`src/rtl/core/pgalloc_pkg.sv`:
```
`timescale 1ns / 1ps

package pgalloc_pkg;

  // Request codes on the func field.
  localparam logic [2:0] FUNC_ALLOC = 3'd0;
  localparam logic [2:0] FUNC_FREE  = 3'd1;
  localparam logic [2:0] FUNC_INC   = 3'd2;
  localparam logic [2:0] FUNC_DEC   = 3'd3;
  localparam logic [2:0] FUNC_READ  = 3'd4;

  // Result status codes.
  localparam logic [1:0] STATUS_OK    = 2'd0;
  localparam logic [1:0] STATUS_BAD   = 2'd1;
  localparam logic [1:0] STATUS_EMPTY = 2'd2;
  localparam logic [1:0] STATUS_LIMIT = 2'd3;

  // Entries in the queue between classifier and executor.
  localparam int CMDQ_DEPTH = 2;

  typedef struct packed {
    logic [2:0]  func;
    logic [31:0] page_address;
  } in_word_t;

  typedef struct packed {
    logic [1:0]  status;
    logic [27:0] granted_address;
    logic [7:0]  reference_count;
    logic [16:0] free_page_total;
  } out_word_t;

  // Classified operation; address checks are already folded into OP_BAD.
  typedef enum logic [2:0] {
    OP_ALLOC,
    OP_FREE,
    OP_INC,
    OP_DEC,
    OP_READ,
    OP_BAD
  } op_t;

  typedef struct packed {
    op_t         op;
    logic [31:0] page_address;
  } cmd_t;

endpackage

```
`src/rtl/core/pgalloc_front.sv`:
```
`timescale 1ns / 1ps

module pgalloc_front
  import pgalloc_pkg::*;
#(
  parameter int PAGE_COUNT = 65536,
  parameter int PAGE_SHIFT = 12
) (
  input  logic        clk,
  input  logic        rst_n,
  input  logic        cfg_we,
  input  logic [28:0] cfg_wdata,
  input  logic        push,
  input  in_word_t    in_word,
  input  logic        q_full,
  input  logic        clearing,
  output logic        full,
  output logic        q_push,
  output cmd_t        q_data
);

  localparam int PN_W = 32 - PAGE_SHIFT;

  logic [28:0]     lowest_r;
  logic [PN_W-1:0] page_num;
  logic            in_range;
  logic            above_low;
  logic            aligned;
  logic            addr_ok;

  always_ff @(posedge clk) begin
    if (!rst_n) begin
      lowest_r <= '0;
    end else if (cfg_we) begin
      lowest_r <= cfg_wdata;
    end
  end

  assign full   = q_full | clearing;
  assign q_push = push & ~full;

  assign page_num  = in_word.page_address[31:PAGE_SHIFT];
  assign in_range  = 64'(page_num) < 64'(PAGE_COUNT);
  assign above_low = in_word.page_address >= {3'b000, lowest_r};
  assign aligned   = in_word.page_address[PAGE_SHIFT-1:0] == '0;
  assign addr_ok   = in_range & above_low;

  always_comb begin
    q_data.page_address = in_word.page_address;
    case (in_word.func)
      FUNC_ALLOC: q_data.op = OP_ALLOC;
      FUNC_FREE:  q_data.op = (addr_ok && aligned) ? OP_FREE : OP_BAD;
      FUNC_INC:   q_data.op = addr_ok ? OP_INC : OP_BAD;
      FUNC_DEC:   q_data.op = addr_ok ? OP_DEC : OP_BAD;
      FUNC_READ:  q_data.op = addr_ok ? OP_READ : OP_BAD;
      default:    q_data.op = OP_BAD;
    endcase
  end

endmodule

```
`config.mk`:
```
export PLATFORM = sky130hd
export DESIGN_NAME = pgalloc_front
export DESIGN_NICKNAME = d
export VERILOG_FILES = /design/src/rtl/core/pgalloc_pkg.sv /design/src/rtl/core/pgalloc_front.sv
export SDC_FILE = /design/constraint.sdc
export NUM_CORES = 1
export LEC_CHECK = 0
export BUFFER_PORTS_ARGS = -buffer_cell sky130_fd_sc_hd__buf_4
export CORE_ASPECT_RATIO = 0.6
export CORE_UTILIZATION = 50
export DETAILED_ROUTE_END_ITERATION = 10
export GPL_TIMING_DRIVEN = 0
export HOLD_SLACK_MARGIN = 0.1
export PLACE_DENSITY = 0.86
export SKIP_LAST_GASP = 1
export SLEW_MARGIN = 5
export SYNTH_ARGS = -nofsm -noshare
export SYNTH_HDL_FRONTEND = slang
export SYNTH_SLANG_ARGS = --single-unit
export TNS_END_PERCENT = 20
```
`constraint.sdc`:
```
create_clock -name clk -period 7.1 [get_ports clk]
set_clock_uncertainty 0.05 [all_clocks]
set_input_delay 1.42 -clock clk [delete_from_list [all_inputs] [get_ports clk]]
set_output_delay 1.42 -clock clk [all_outputs]
set_load 0.01 [all_outputs]
```
Word level (Yosys, flattened, before mapping) --
Index checks and enable logic that the tools add are counted. Widths: inputs -> output; s select.
Word-level totals: bits in registers 29, bits of input ports 70
Cells by class: magnitude comparators 2, equality and inequality tests 4, multiplexer cells 5, bitwise logic cells 4, reductions and logical operators 3
Operators by type and width (count):
- $ge 32x29->1 | 1
- $lt 20x17->1 const B | 1
- $pmux 3 s5 | 1
- $logic_not 12->1 | 1
- $mux 3 | 3
- $eq 3x2->1 const B | 2
- $eq 3x1->1 const B | 1
- $eq 3x3->1 const B | 1
- $logic_not 3->1 | 1
- $and 1x1->1 | 2
- $logic_and 1x1->1 | 1
- $mux 1 | 1
- $not 1->1 | 1
- $or 1x1->1 | 1

Longest topological paths before layout --
depth in word-level cells 5, depth in mapped cells 8

Worst setup path after synthesis --
Ideal clock, no wire load.
kind input to output, start point in in_word[0] in the netlist's numbering, end point out q_data[32] in the netlist's numbering, arrival time 2.866 ns, data required time 5.630 ns, setup slack 2.764 ns, stages 8, buffers on the path 0, path through inv_1 ha_1 nand2b_1 a2111o_1 o2111ai_2 a31oi_4 o31ai_1 o31a_1
RTL lines:
- start, declared | RTL line pgalloc_front.sv:14 | input in_word_t in_word,
- end, declared | RTL line pgalloc_front.sv:19 | output cmd_t q_data

==> results.sh <==
export IMPL_status="finished, final reports clean"
export IMPL_routed_wl_mm=5.110
export IMPL_ioPinCount=107
export IMPL_vias=1958
export IMPL_die_h_um=53.41
export IMPL_hold_viol=0
export IMPL_wl_per_cell_um=12.08
export IMPL_synth_seq_cells=29
export IMPL_critPathLaunchType="input pin"
export IMPL_max_stage_delay_ns=0.34
export IMPL_dpl_hpwl_mm=4.306
export IMPL_antenna_found_initial=0
export IMPL_synth_area_um2=2202
export IMPL_start_util=0.5285
export IMPL_viasPerCell=4.629
export IMPL_power_density_nw_per_um2=141.0
export IMPL_relSlewSlack=0.7365
export IMPL_reg_top3="lowest_r x29"
export IMPL_critPathRequiredTime_ns=5.63
export IMPL_fmax_mhz=214.4
export IMPL_ys_flop_type="dfxtp_1"
export IMPL_h_tree_depth=2
export IMPL_worstPathCellList="buf_4 -> ha_1 -> nand3_1 -> nor4_4 -> nand2_1 -> a31oi_4 -> nor2_2 -> o31a_1 -> buf_4"
export IMPL_ys_top_cells_by_area="dfxtp_1, ha_1, mux2i_1"
export IMPL_grt_max_degree=11
export IMPL_fin_setup_tns_ns=0
export IMPL_synth_edff_count=0
export IMPL_synthesis_nets=350
export IMPL_grt_overflow=0
export IMPL_die_x_um=87.68
export IMPL_cp_data_arrival_time_ns=3.20
export IMPL_syn_instance_count=251
export IMPL_dr_pass1_iters=4
export IMPL_fin_crit_sh=0.6571
export IMPL_period_minus_slack_ns=4.665
export IMPL_clk_pin_slew_ns=0.06
export IMPL_worst_pin_slew_ns=0.3953
export IMPL_syn_area_per_cell_um2=8.773
export IMPL_syn2layout_area_growth_pct=42.61
export IMPL_worstHoldPathCells=2
export IMPL_min_path_type="reg2reg"
export IMPL_p_leak_uw=0.001552
export IMPL_ys_seq_area_frac=0.2636
export IMPL_r2r_cells=2
export IMPL_yosysWarningCount=0
export IMPL_maxCapViolations=0
export IMPL_synthArstFlopShare=0
export IMPL_grt_pass1_wl_mm=8.045
export IMPL_synth_distinct_cells=33
export IMPL_dp_cells=415
export IMPL_cts_path_max_buffers=2
export IMPL_grt_use_total=0.2285
export IMPL_die_area_um2=4682
export IMPL_io_buffers=104
export IMPL_drt_iter0_markers=54
export IMPL_largest_reg_flops=29
export IMPL_setup_viol=0
export IMPL_drv_slew=0
export IMPL_synth_commonest_cells="buf_4, inv_1"
export IMPL_cts_root_buffer="clkbuf_8"
export IMPL_final_antenna_net_count=0
export IMPL_nets=461
export IMPL_nFillCells=339
export IMPL_rsz0062_at_grt="false"
export IMPL_drc=0
export IMPL_synth_top_area_share=0.2636
export IMPL_critPathMaxFanout=4
export IMPL_cts_tree="done"
export IMPL_drive_gt1_frac=0.4325
export IMPL_post_cts_buffers=0
export IMPL_clkLatencyLatePin_ns=0.27
export IMPL_diodes=0
export IMPL_cp_slowest_cell="nor4_4"
export IMPL_holdBufCountCts=0
export IMPL_path_class="in2out"
export IMPL_cts_resized=0
export IMPL_regMostFlops="lowest_r"
export IMPL_critPathCaptureType="output port"
export IMPL_gp_congestion=0.7483
export IMPL_vdd_ir_drop_max_mv=0.09716
export IMPL_cts_sinks=29
export IMPL_grt_pass1_vias=1812
export IMPL_yosys_area_top_type="dfxtp_1"
export IMPL_crit_top_cell="buf_4"
export IMPL_stdcell_count=423
export IMPL_core_area_um2=4167
export IMPL_rows=18
export IMPL_cts_buffers=5
-- report_power, final --
part / internal [uW] / switching, uW
clock network: 67.7 / 60.0
registers: 173 / 5.02
logic: 78.6 / 58.8
total: 319 / 124
-- path summary, 6_finish.rpt --
check,start,to,slack (ns)
hold reg to reg,lowest_r[22]$_SDFFE_PN0P_,lowest_r[22]$_SDFFE_PN0P_,0.47
hold / removal,lowest_r[22]$_SDFFE_PN0P_,lowest_r[22]$_SDFFE_PN0P_,0.47
setup / recovery,in_word[28],q_data[32],2.43
setup reg to reg,lowest_r[28]$_SDFFE_PN0P_,lowest_r[28]$_SDFFE_PN0P_,6.38
-- layout make-up --
class | count | area (um^2) | area share
multi-input combinational | 152 | 1235 | 0.3932
inverter | 32 | 120.1 | 0.03825
clock buffer | 6 | 72.57 | 0.02311
sequential | 29 | 580.6 | 0.1849
tap | 60 | 75.07 | 0.02390
timing repair buffer | 104 | 780.7 | 0.2486
buffer | 38 | 266.5 | 0.08486
clock inverter | 2 | 10.01 | 0.003187
-- kinds of logic after synthesis --
family | synth area share
AOI/OAI and AO/OA | 0.08694
adders and majority gates | 0.1648
buffers and inverters | 0.1756
DFF | 0.2636
muxes | 0.1318
and+or+nand+nor | 0.1773
-- metal layers --
metal  GRT usage  wire length [um]  share of wire  vias up
li1            -                 -              -     1025
met1      0.3041              2427           0.47      884
met2      0.3789              2422           0.47       45
met3     0.05616               237          0.046        4
met4     0.04098                23         0.0045        0
met5           0                 0              0        -
-- layout by cell type (no fill, tap or decap), drive strengths merged --
| cell | netlist | layout |
|---|---|---|
| a2111o | 1 | 1 |
| a21o | 1 | 1 |
| a21oi | 14 | 14 |
| a31oi | 2 | 2 |
| buf | 35 | 139 |
| clkbuf | 3 | 9 |
| clkinv | 0 | 2 |
| dfxtp | 29 | 29 |
| ha | 29 | 29 |
| inv | 32 | 32 |
| mux2i | 29 | 29 |
| nand2 | 13 | 13 |
| nand2b | 2 | 2 |
| nand3 | 2 | 2 |
| nand4 | 1 | 1 |
| nor2 | 5 | 5 |
| nor2b | 29 | 29 |
| nor3 | 3 | 3 |
| nor3b | 1 | 1 |
| nor4 | 4 | 4 |
| o2111ai | 1 | 1 |
| o21a | 1 | 1 |
| o21ai | 6 | 6 |
| o22ai | 1 | 1 |
| o31a | 1 | 1 |
| o31ai | 1 | 1 |
| or2 | 3 | 3 |
| or3 | 2 | 2 |
-- metrics by stage --
stage | util | power, uW | cell area (um^2) | hold slack [ns] | setup slack [ns]
finish | 0.7538 | 442.7 | 3141 | 0.4664 | 2.435
global placement | 0.7339 | 313.2 | 3058 | 0.4479 | 2.494
global route | 0.7538 | 471.4 | 3141 | 0.4953 | 2.279
floorplan | - | 255.0 | 2202 | 0.4326 | 2.764
detailed placement | 0.7339 | 318.1 | 3058 | 0.4553 | 2.438
CTS | 0.7538 | 447.2 | 3141 | 0.4738 | 2.427
-- worst max-delay path: cells and delay by family --
family / cells / cell delay, ns
fa+ha+maj: 1 / 0.31
compound gates: 2 / 0.47
simple gates: 4 / 0.72
buf+inv: 2 / 0.27
(Power assumes the default switching activity.)
