===== src/rtl/core/pgalloc_pkg.sv =====
`timescale 1ns / 1ps

package pgalloc_pkg;

  // Request codes on the func field.
  localparam logic [2:0] FUNC_ALLOC = 3'd0;
  localparam logic [2:0] FUNC_FREE  = 3'd1;
  localparam logic [2:0] FUNC_INC   = 3'd2;
  localparam logic [2:0] FUNC_DEC   = 3'd3;
  localparam logic [2:0] FUNC_READ  = 3'd4;

  // Result status codes.
  localparam logic [1:0] STATUS_OK    = 2'd0;
  localparam logic [1:0] STATUS_BAD   = 2'd1;
  localparam logic [1:0] STATUS_EMPTY = 2'd2;
  localparam logic [1:0] STATUS_LIMIT = 2'd3;

  // Entries in the queue between classifier and executor.
  localparam int CMDQ_DEPTH = 2;

  typedef struct packed {
    logic [2:0]  func;
    logic [31:0] page_address;
  } in_word_t;

  typedef struct packed {
    logic [1:0]  status;
    logic [27:0] granted_address;
    logic [7:0]  reference_count;
    logic [16:0] free_page_total;
  } out_word_t;

  // Classified operation; address checks are already folded into OP_BAD.
  typedef enum logic [2:0] {
    OP_ALLOC,
    OP_FREE,
    OP_INC,
    OP_DEC,
    OP_READ,
    OP_BAD
  } op_t;

  typedef struct packed {
    op_t         op;
    logic [31:0] page_address;
  } cmd_t;

endpackage


===== src/rtl/core/pgalloc_cmdq.sv =====
`timescale 1ns / 1ps

module pgalloc_cmdq
  import pgalloc_pkg::*;
(
  input  logic clk,
  input  logic rst_n,
  input  logic q_push,
  input  cmd_t q_data,
  input  logic q_pop,
  output logic q_full,
  output logic q_empty,
  output cmd_t q_head
);

  localparam int PTR_W = (CMDQ_DEPTH > 1) ? $clog2(CMDQ_DEPTH) : 1;

  cmd_t             mem_r [CMDQ_DEPTH];
  logic [PTR_W-1:0] wr_ptr_r;
  logic [PTR_W-1:0] rd_ptr_r;
  logic [PTR_W:0]   cnt_r;
  logic [PTR_W:0]   cnt_nxt;

  function automatic logic [PTR_W-1:0] ptr_inc(input logic [PTR_W-1:0] p);
    ptr_inc = (p == PTR_W'(CMDQ_DEPTH - 1)) ? '0 : p + 1'b1;
  endfunction

  assign q_full  = cnt_r == (PTR_W + 1)'(CMDQ_DEPTH);
  assign q_empty = cnt_r == '0;
  assign q_head  = mem_r[rd_ptr_r];

  always_comb begin
    cnt_nxt = cnt_r;
    if (q_push && !q_pop) begin
      cnt_nxt = cnt_r + 1'b1;
    end else if (!q_push && q_pop) begin
      cnt_nxt = cnt_r - 1'b1;
    end
  end

  always_ff @(posedge clk) begin
    if (!rst_n) begin
      wr_ptr_r <= '0;
      rd_ptr_r <= '0;
      cnt_r    <= '0;
    end else begin
      cnt_r <= cnt_nxt;
      if (q_push) begin
        wr_ptr_r <= ptr_inc(wr_ptr_r);
      end
      if (q_pop) begin
        rd_ptr_r <= ptr_inc(rd_ptr_r);
      end
    end
  end

  always_ff @(posedge clk) begin
    if (q_push) begin
      mem_r[wr_ptr_r] <= q_data;
    end
  end

endmodule


===== config.mk =====
export PLATFORM = sky130hd
export DESIGN_NAME = pgalloc_cmdq
export DESIGN_NICKNAME = d
export VERILOG_FILES = /design/src/rtl/core/pgalloc_pkg.sv /design/src/rtl/core/pgalloc_cmdq.sv
export SDC_FILE = /design/constraint.sdc
export NUM_CORES = 1
export LEC_CHECK = 0
export BUFFER_PORTS_ARGS = -buffer_cell sky130_fd_sc_hd__buf_2
export CORE_AREA = 2 2 55 109
export CTS_CLUSTER_SIZE = 25
export DETAILED_ROUTE_END_ITERATION = 10
export DIE_AREA = 0 0 57 111
export PLACE_DENSITY = 0.88
export SETUP_SLACK_MARGIN = 0.02
export SYNTH_ARGS = -nofsm -noshare
export SYNTH_HDL_FRONTEND = slang
export SYNTH_SLANG_ARGS = --single-unit

===== constraint.sdc =====
create_clock -name clk -period 5.54 [get_ports clk]
set_clock_uncertainty 0.1 [all_clocks]
set_input_delay 1.108 -clock clk [delete_from_list [all_inputs] [get_ports clk]]
set_output_delay 1.108 -clock clk [all_outputs]
set_load 0.03 [all_outputs]

# [After elaboration in Yosys (flattened, before gate mapping)]
# Memories as Yosys holds them, arrays and structs flattened. A register that Yosys moved wholly into a read port is not among the register bits.
# Index checks and enable logic that the tools add are counted.
[totals] register_bits=4 latchBits=0 ram_bits=70 mem_bits_ro=0 word_cells=23 n_memories=1
[classes] addsub=4 n_mul=0 div_mod_pow=0 magnitude_cmp=0 eq_ne=1 shift=0 muxes=8 bitwise=0 reduce_logical=6
[memory_table] name="mem_r" depth=2 word_bits=35 rd=1 rd_ports_with_merged_regs=1 wr=1 line_no="pgalloc_cmdq.sv:18" source="cmd_t mem_r [CMDQ_DEPTH];"
[ops] op="two-way mux 1 bit" count=6
[ops] op="two-way mux 2 bit" count=2
[ops] op="adder 1 bit (second input constant)" count=2
[ops] op="adder 2 x 1 -> 2 bit (second input constant)" count=1
[ops] op="equality test 2 bit (second input constant)" count=1
[ops] op="logical AND 1 bit" count=2
[ops] op="logical NOT 1 bit" count=2
[ops] op="logical NOT 2 bit" count=1
[ops] op="nonzero test 2 bit" count=1
[ops] op="subtractor 2 x 1 -> 2 bit (second input constant)" count=1

# [Longest topological paths before layout]
# Gate-level depths: netlist of the first run.
[logic_depth] ltp_word=4 depth_mapped=5 mapped_depth_nobuf=5

# [Worst setup path before layout of the first run]
# Ideal clock, no wire load.
[synth_path] kind="input -> register" from="input port q_push" to="memory mem_r[0][0] (netlist bit) (enable)" t_arrival_ns=2.715 t_required_ns=5.007 setup_slack_ns=2.293 path_stages=1 path_cell_list="nor2b_1"
[synth_between] elab_chain_len=2
[synth_lines] element="from (decl)" line_no="pgalloc_cmdq.sv:8" source="input logic q_push,"
[synth_lines] element="two-way mux 1 bit" line_no="pgalloc_cmdq.sv:58" source="if (q_push) begin"
[synth_lines] element="two-way mux 1 bit (not written as such)" line_no="pgalloc_cmdq.sv:59" source="mem_r[wr_ptr_r] <= q_data;"
[synth_lines] element="to (decl)" line_no="pgalloc_cmdq.sv:18"
# No other way between the ends.

==> flow_metrics.tcl, run 1 <==
set metrics [dict create \
    initial_core_util 0.493 \
    crit_type "reg2out" \
    grtUsageTotal 0.153 \
    totalWireLength_um 4420 \
    cts.repair.resized 0 \
    synth-simple-area-share 0.0205 \
    whs_ns 0.415 \
    synthesis.area_um2 2740 \
    fin_area_um2 3470 \
    core_um2 5560 \
    drive_above_1_share 0.577 \
    die_h_um 111 \
    clock_tree.buffer_depth 2 \
    powerDensity_nw_per_um2 394 \
    design.die.area_um2 6330 \
    fmaxAchievable_ghz 0.343 \
    slew_headroom 0.328 \
    worstPathArrival_ns 1.71 \
    drtPass1Iterations 4 \
    cts_made_buffers 9 \
    port_buffers 75 \
    cts_tree "yes" \
    post-route-min-period_ns 2.91 \
    placedCellCount 265 \
    nNetsFinal 255 \
    fin_total_pwr_mw 1.37 \
    place_hpwl_um 3000 \
    clock_latency_ns 0.33 \
    synth_seq_area_share 0.803 \
    worst_slack_ns 2.63 \
    io_pins 76 \
    drcViolationCount 0 \
    synth_top_family_by_area "multiplexers" \
    status "complete, no violations" \
    wl_per_cell_um 15.7 \
    placementRows 39 \
    finalSetupTns_ns 0 \
    fin_crit_sh 0.526 \
    min-delay-path-class "reg2reg" \
    p_leak_nw 1.34 \
    grt_pass1_vias 1523 \
    ys_ff_latch 75 \
    ant_nets 0 \
    synth_compound_area_frac 0.00730 \
    place.gp.congestion 0.716 \
    reg2reg_slack_ns 3.93 \
    final_util 0.624 \
    syn_area_per_cell_um2 20.9 \
    cap_viol_max_count 0 \
    h-tree-depth 3 \
    drt_iter0_markers 51 \
    tightest_slew_ns 1.01 \
    synth.area.mux_share 0.144 \
    path_clk_slew_ns 0.05 \
    area_growth_pct 26.6 \
    hold_buffers 0 \
    most-common-layout-cells "buf_2, edfxtp_1, mux2_2" \
    synth_cell_types 17 \
    ir_drop_mv 0.319 \
    num_antenna_cells 0 \
    synth_adder_area_share 0.00456 \
    endpoint_kind "output pin" \
    grt_overflow 0 \
    final_cells 281 \
    grt_pass1_wl_um 7090 \
    dpl_cell_area_um2 3190 \
    synthXorXnorAreaFrac 0.00958 \
    finalSetupViolations 0 \
    cts_sinks 75 \
    postCtsSetupBuffers 0 \
    final_common_cell "buf_2" \
    cp.required_ns 4.33 \
    cts_root_buffer "clkbuf_16" \
    yosys_warnings 0 \
    final-max-slew-violation-count 0 \
    hold_viol 0 \
    grt_max_degree 37 \
    cp-start-kind "flip-flop" \
    cp_max_fo 32 \
    die_w_um 57 \
    postSynthCellCount 131 \
    dr_total_vias 1457 \
    syn_nets 171 \
    grt_setup_unrepaired "false" \
    pre_cts_ws_ns 2.94 \
    antenna_found_initial 0 \
    avgViaCountPerCell 5.19 \
]
flip-flops by register name, summed over array words and instances (netlist names), named ones only:
| signal | count |
|---|---|
| rd_ptr_r | 1 |
| mem_r | 70 |
| cnt_r | 2 |
| wr_ptr_r | 1 |
power by group:
group | leakage [nW] | switching (mW) | internal [mW]
sequential | 0.699 | 0.00956 | 0.655
clock | 0.140 | 0.194 | 0.337
combinational | 0.500 | 0.109 | 0.0636
Yosys cell counts:
| master | number | area (µm²) |
|---|---|---|
| a21boi_1 | 1 | 7.51 |
| and2_1 | 4 | 25.0 |
| and2b_2 | 1 | 8.76 |
| buf_2 | 1 | 5.00 |
| buf_4 | 3 | 22.5 |
| dfxtp_1 | 5 | 100 |
| edfxtp_1 | 70 | 2100 |
| ha_1 | 1 | 12.5 |
| inv_1 | 1 | 3.75 |
| mux2_2 | 35 | 394 |
| nor2_1 | 1 | 3.75 |
| nor2b_1 | 2 | 12.5 |
| o21a_1 | 1 | 7.51 |
| o21ai_0 | 1 | 5.00 |
| or3_1 | 1 | 6.26 |
| xnor2_1 | 1 | 8.76 |
| xor2_1 | 2 | 17.5 |
per-layer routing:
layer	global-route usage	wire length, µm	part of all wire	up-vias
met5	0	0	0	-
met4	0.0744	97	0.022	0
met3	0.0735	458	0.10	8
met2	0.223	2100	0.47	75
met1	0.189	1770	0.40	698
li1	-	-	-	676
kinds of logic after synthesis:
| logic type | after synthesis |
|---|---|
| multiplexers | 35 |
| AND/OR/NAND/NOR | 9 |
| adder cells (fa/ha/maj) | 1 |
| flip-flops | 75 |
| buffers and inverters | 5 |
| XOR/XNOR | 3 |
| AO/OA/AOI/OAI | 3 |
final cells by class:
type | instances | area (µm²)
Tap cell | 61 | 76.3
Inverter | 1 | 3.75
Clock inverter | 2 | 8.76
Multi-Input combinational cell | 51 | 517
Timing Repair Buffer | 77 | 390
Fill cell | 414 | 2090
Sequential cell | 75 | 2200
Clock buffer | 14 | 274
critical path: stages (launching register included):
cell and delay, ns:
dfxtp_1 0.39, buf_4 0.41, mux2_2 0.40, buf_2 0.18
path summary, 6_finish.rpt:
| check | depth (start not counted) | from | end |
|---|---|---|---|
| worst max-delay path | 3 | flip-flop | q_head[14] |
| worst min-delay path | 2 | cnt_r[1]$_SDFFE_PN0P_ | cnt_r[1]$_SDFFE_PN0P_ |
| worst max register to register | 1 | wr_ptr_r$_SDFFE_PN0P_ | mem_r[0][25]$_DFFE_PP_ |
| worst min register to register | 2 | cnt_r[1]$_SDFFE_PN0P_ | cnt_r[1]$_SDFFE_PN0P_ |
(Power assumes the default switching activity.)
==> run 2, diff against run 1 <==
--- a/config.mk
+++ b/config.mk
@@ -6,11 +6,11 @@
 export NUM_CORES = 1
 export LEC_CHECK = 0
 export BUFFER_PORTS_ARGS = -buffer_cell sky130_fd_sc_hd__buf_2
-export CORE_AREA = 2 2 55 109
+export CORE_AREA = 2 2 58 115
 export CTS_CLUSTER_SIZE = 25
 export DETAILED_ROUTE_END_ITERATION = 10
-export DIE_AREA = 0 0 57 111
-export PLACE_DENSITY = 0.88
+export DIE_AREA = 0 0 60 117
+export PLACE_DENSITY = 0.83
 export SETUP_SLACK_MARGIN = 0.02
 export SYNTH_ARGS = -nofsm -noshare
 export SYNTH_HDL_FRONTEND = slang
==> constraint.sdc (replaced) <==
create_clock -name clk -period 2.5 [get_ports clk]
set_clock_uncertainty 0.1 [all_clocks]
set_input_delay 0.5 -clock clk [delete_from_list [all_inputs] [get_ports clk]]
set_output_delay 0.5 -clock clk [all_outputs]
set_load 0.03 [all_outputs]
==> run 2 against run 1 <==
Compared with the run above:
- total power increased by 140%
- register-to-register slack got worse by 2.8 ns
- design area is 3.0% higher
- global-route usage down 1.5 points
- sequential share of layout area shrank 1.8 points
- clock power rose to 2.6 times the previous value
- sequential power increased by 120%
- critical path type unchanged
==> flow_metrics.tcl, run 2 (same netlist as run 1, synthesis figures left out) <==
set metrics [dict create \
    cts.repair.resized 0 \
    p_leak_nw 1.38 \
    status "complete, no violations" \
    cap_viol_max_count 0 \
    h-tree-depth 3 \
    path_clk_slew_ns 0.06 \
    hold_buffers 0 \
    clock_tree.buffer_depth 2 \
    drive_above_1_share 0.587 \
    design.die.area_um2 7020 \
    reg_top3 "mem_r: 70 flops, cnt_r: 2 flops" \
    drcViolationCount 0 \
    hold_viol 0 \
    grt_max_degree 37 \
    tightest_slew_ns 0.478 \
    avgViaCountPerCell 4.69 \
    drtPass1Iterations 4 \
    finalSetupViolations 0 \
    cp.required_ns 1.90 \
    antenna_found_initial 0 \
    die_h_um 117 \
    placementRows 41 \
    min-delay-path-class "in2reg" \
    drt_iter0_markers 86 \
    die_w_um 60 \
    grt_pass1_wl_um 6800 \
    cts_root_buffer "clkbuf_16" \
    io_pins 76 \
    use_met2 0.218 \
    pre_cts_ws_ns 0.772 \
    cp-start-kind "flip-flop" \
    fmaxAchievable_ghz 0.484 \
    regMostFlops "mem_r" \
    place_hpwl_um 3120 \
    dr_total_vias 1448 \
    finalSetupTns_ns 0 \
    grt_setup_unrepaired "false" \
    place.gp.congestion 0.689 \
    area_growth_pct 30.4 \
    multi_input_area_um2 517 \
    cp_slowest_stage_delay_ns 0.37 \
    busiest_layer "met2" \
    grt_util_met1 0.156 \
    ant_nets 0 \
    grtUsageMet3 0.0703 \
    crit_type "reg2out" \
    ir_drop_mv 0.857 \
    num_antenna_cells 0 \
    final_cells 309 \
    cts_made_buffers 9 \
    cts_sinks 75 \
    grtUsageTotal 0.138 \
    largest_reg_flops 70 \
    postCtsSetupBuffers 0 \
    register_area_um2 2200 \
    placedCellCount 293 \
    nFillCells 488 \
    initial_core_util 0.442 \
    worst_slack_ns 0.434 \
    critPathSlowestCell "mux2_2" \
    grt_pass1_vias 1502 \
    final-max-slew-violation-count 0 \
    core_um2 6210 \
    fin_crit_sh 0.826 \
    cts_tree "yes" \
    grt_overflow 0 \
    most-common-layout-cells "buf_2, edfxtp_1, mux2_2" \
    nNetsFinal 258 \
    final_common_cell "buf_2" \
    worstPathArrival_ns 1.47 \
    cp_max_fo 17 \
    port_buffers 75 \
    powerDensity_nw_per_um2 912 \
    path_cells "buf_4 -> mux2_2 -> buf_2" \
    endpoint_kind "output pin" \
    wl_per_cell_um 14.6 \
    totalWireLength_um 4500 \
    post-route-min-period_ns 2.07 \
    clock_latency_ns 0.32 \
    slew_headroom 0.681 \
]
-- run 2: power breakdown --
part | leakage (nW) | internal, mW | total [mW] | switching (mW)
combinational | 0.515 | 0.146 | 0.389 | 0.244
sequential | 0.699 | 1.45 | 1.47 | 0.0198
clock | 0.164 | 0.966 | 1.40 | 0.438
total | 1.38 | 2.56 | 3.26 | 0.701
-- run 2: layer usage --
metal / part of all wire / routed length (µm)
met2: 0.50 / 2250
met4: 0.017 / 75
met1: 0.40 / 1790
met3: 0.085 / 383
met5: 0 / 0
-- run 2: critical path: cells and delay by family, from the launching register on --
family	cells	cell delay, ns
flip-flops	1	0.33
multiplexers	1	0.37
buffers and inverters	2	0.44
-- run 2: final cells by class --
| type | instances | area share |
|---|---|---|
| Multi-Input combinational cell | 51 | 0.145 |
| Sequential cell | 75 | 0.616 |
| Inverter | 1 | 0.00105 |
| Tap cell | 86 | 0.0301 |
| Clock inverter | 6 | 0.0290 |
| Clock buffer | 10 | 0.0640 |
| Timing Repair Buffer | 80 | 0.115 |
-- run 2: worst paths after layout --
path / from / to / slack (ns) / cells after the start
max reg2reg: wr_ptr_r$_SDFFE_PN0P_ / mem_r[0][34]$_DFFE_PP_ / 1.17 / 2
min reg2reg: cnt_r[1]$_SDFFE_PN0P_ / cnt_r[1]$_SDFFE_PN0P_ / 0.42 / 2
min: q_data[10] / mem_r[0][10]$_DFFE_PP_ / 0.26 / 1
max: flip-flop / q_head[6] / 0.43 / 3
-- run 2: metrics by stage --
stage	utilization	area, µm²	hold WS (ns)	power (mW)
final	0.576	3580	0.260	3.26
after global routing	0.576	3580	0.250	3.37
after CTS	0.576	3580	0.247	3.30
after detailed placement	0.522	3240	0.419	1.89
after global placement	0.522	3240	0.382	1.88
after floorplan	-	2750	0.366	1.76
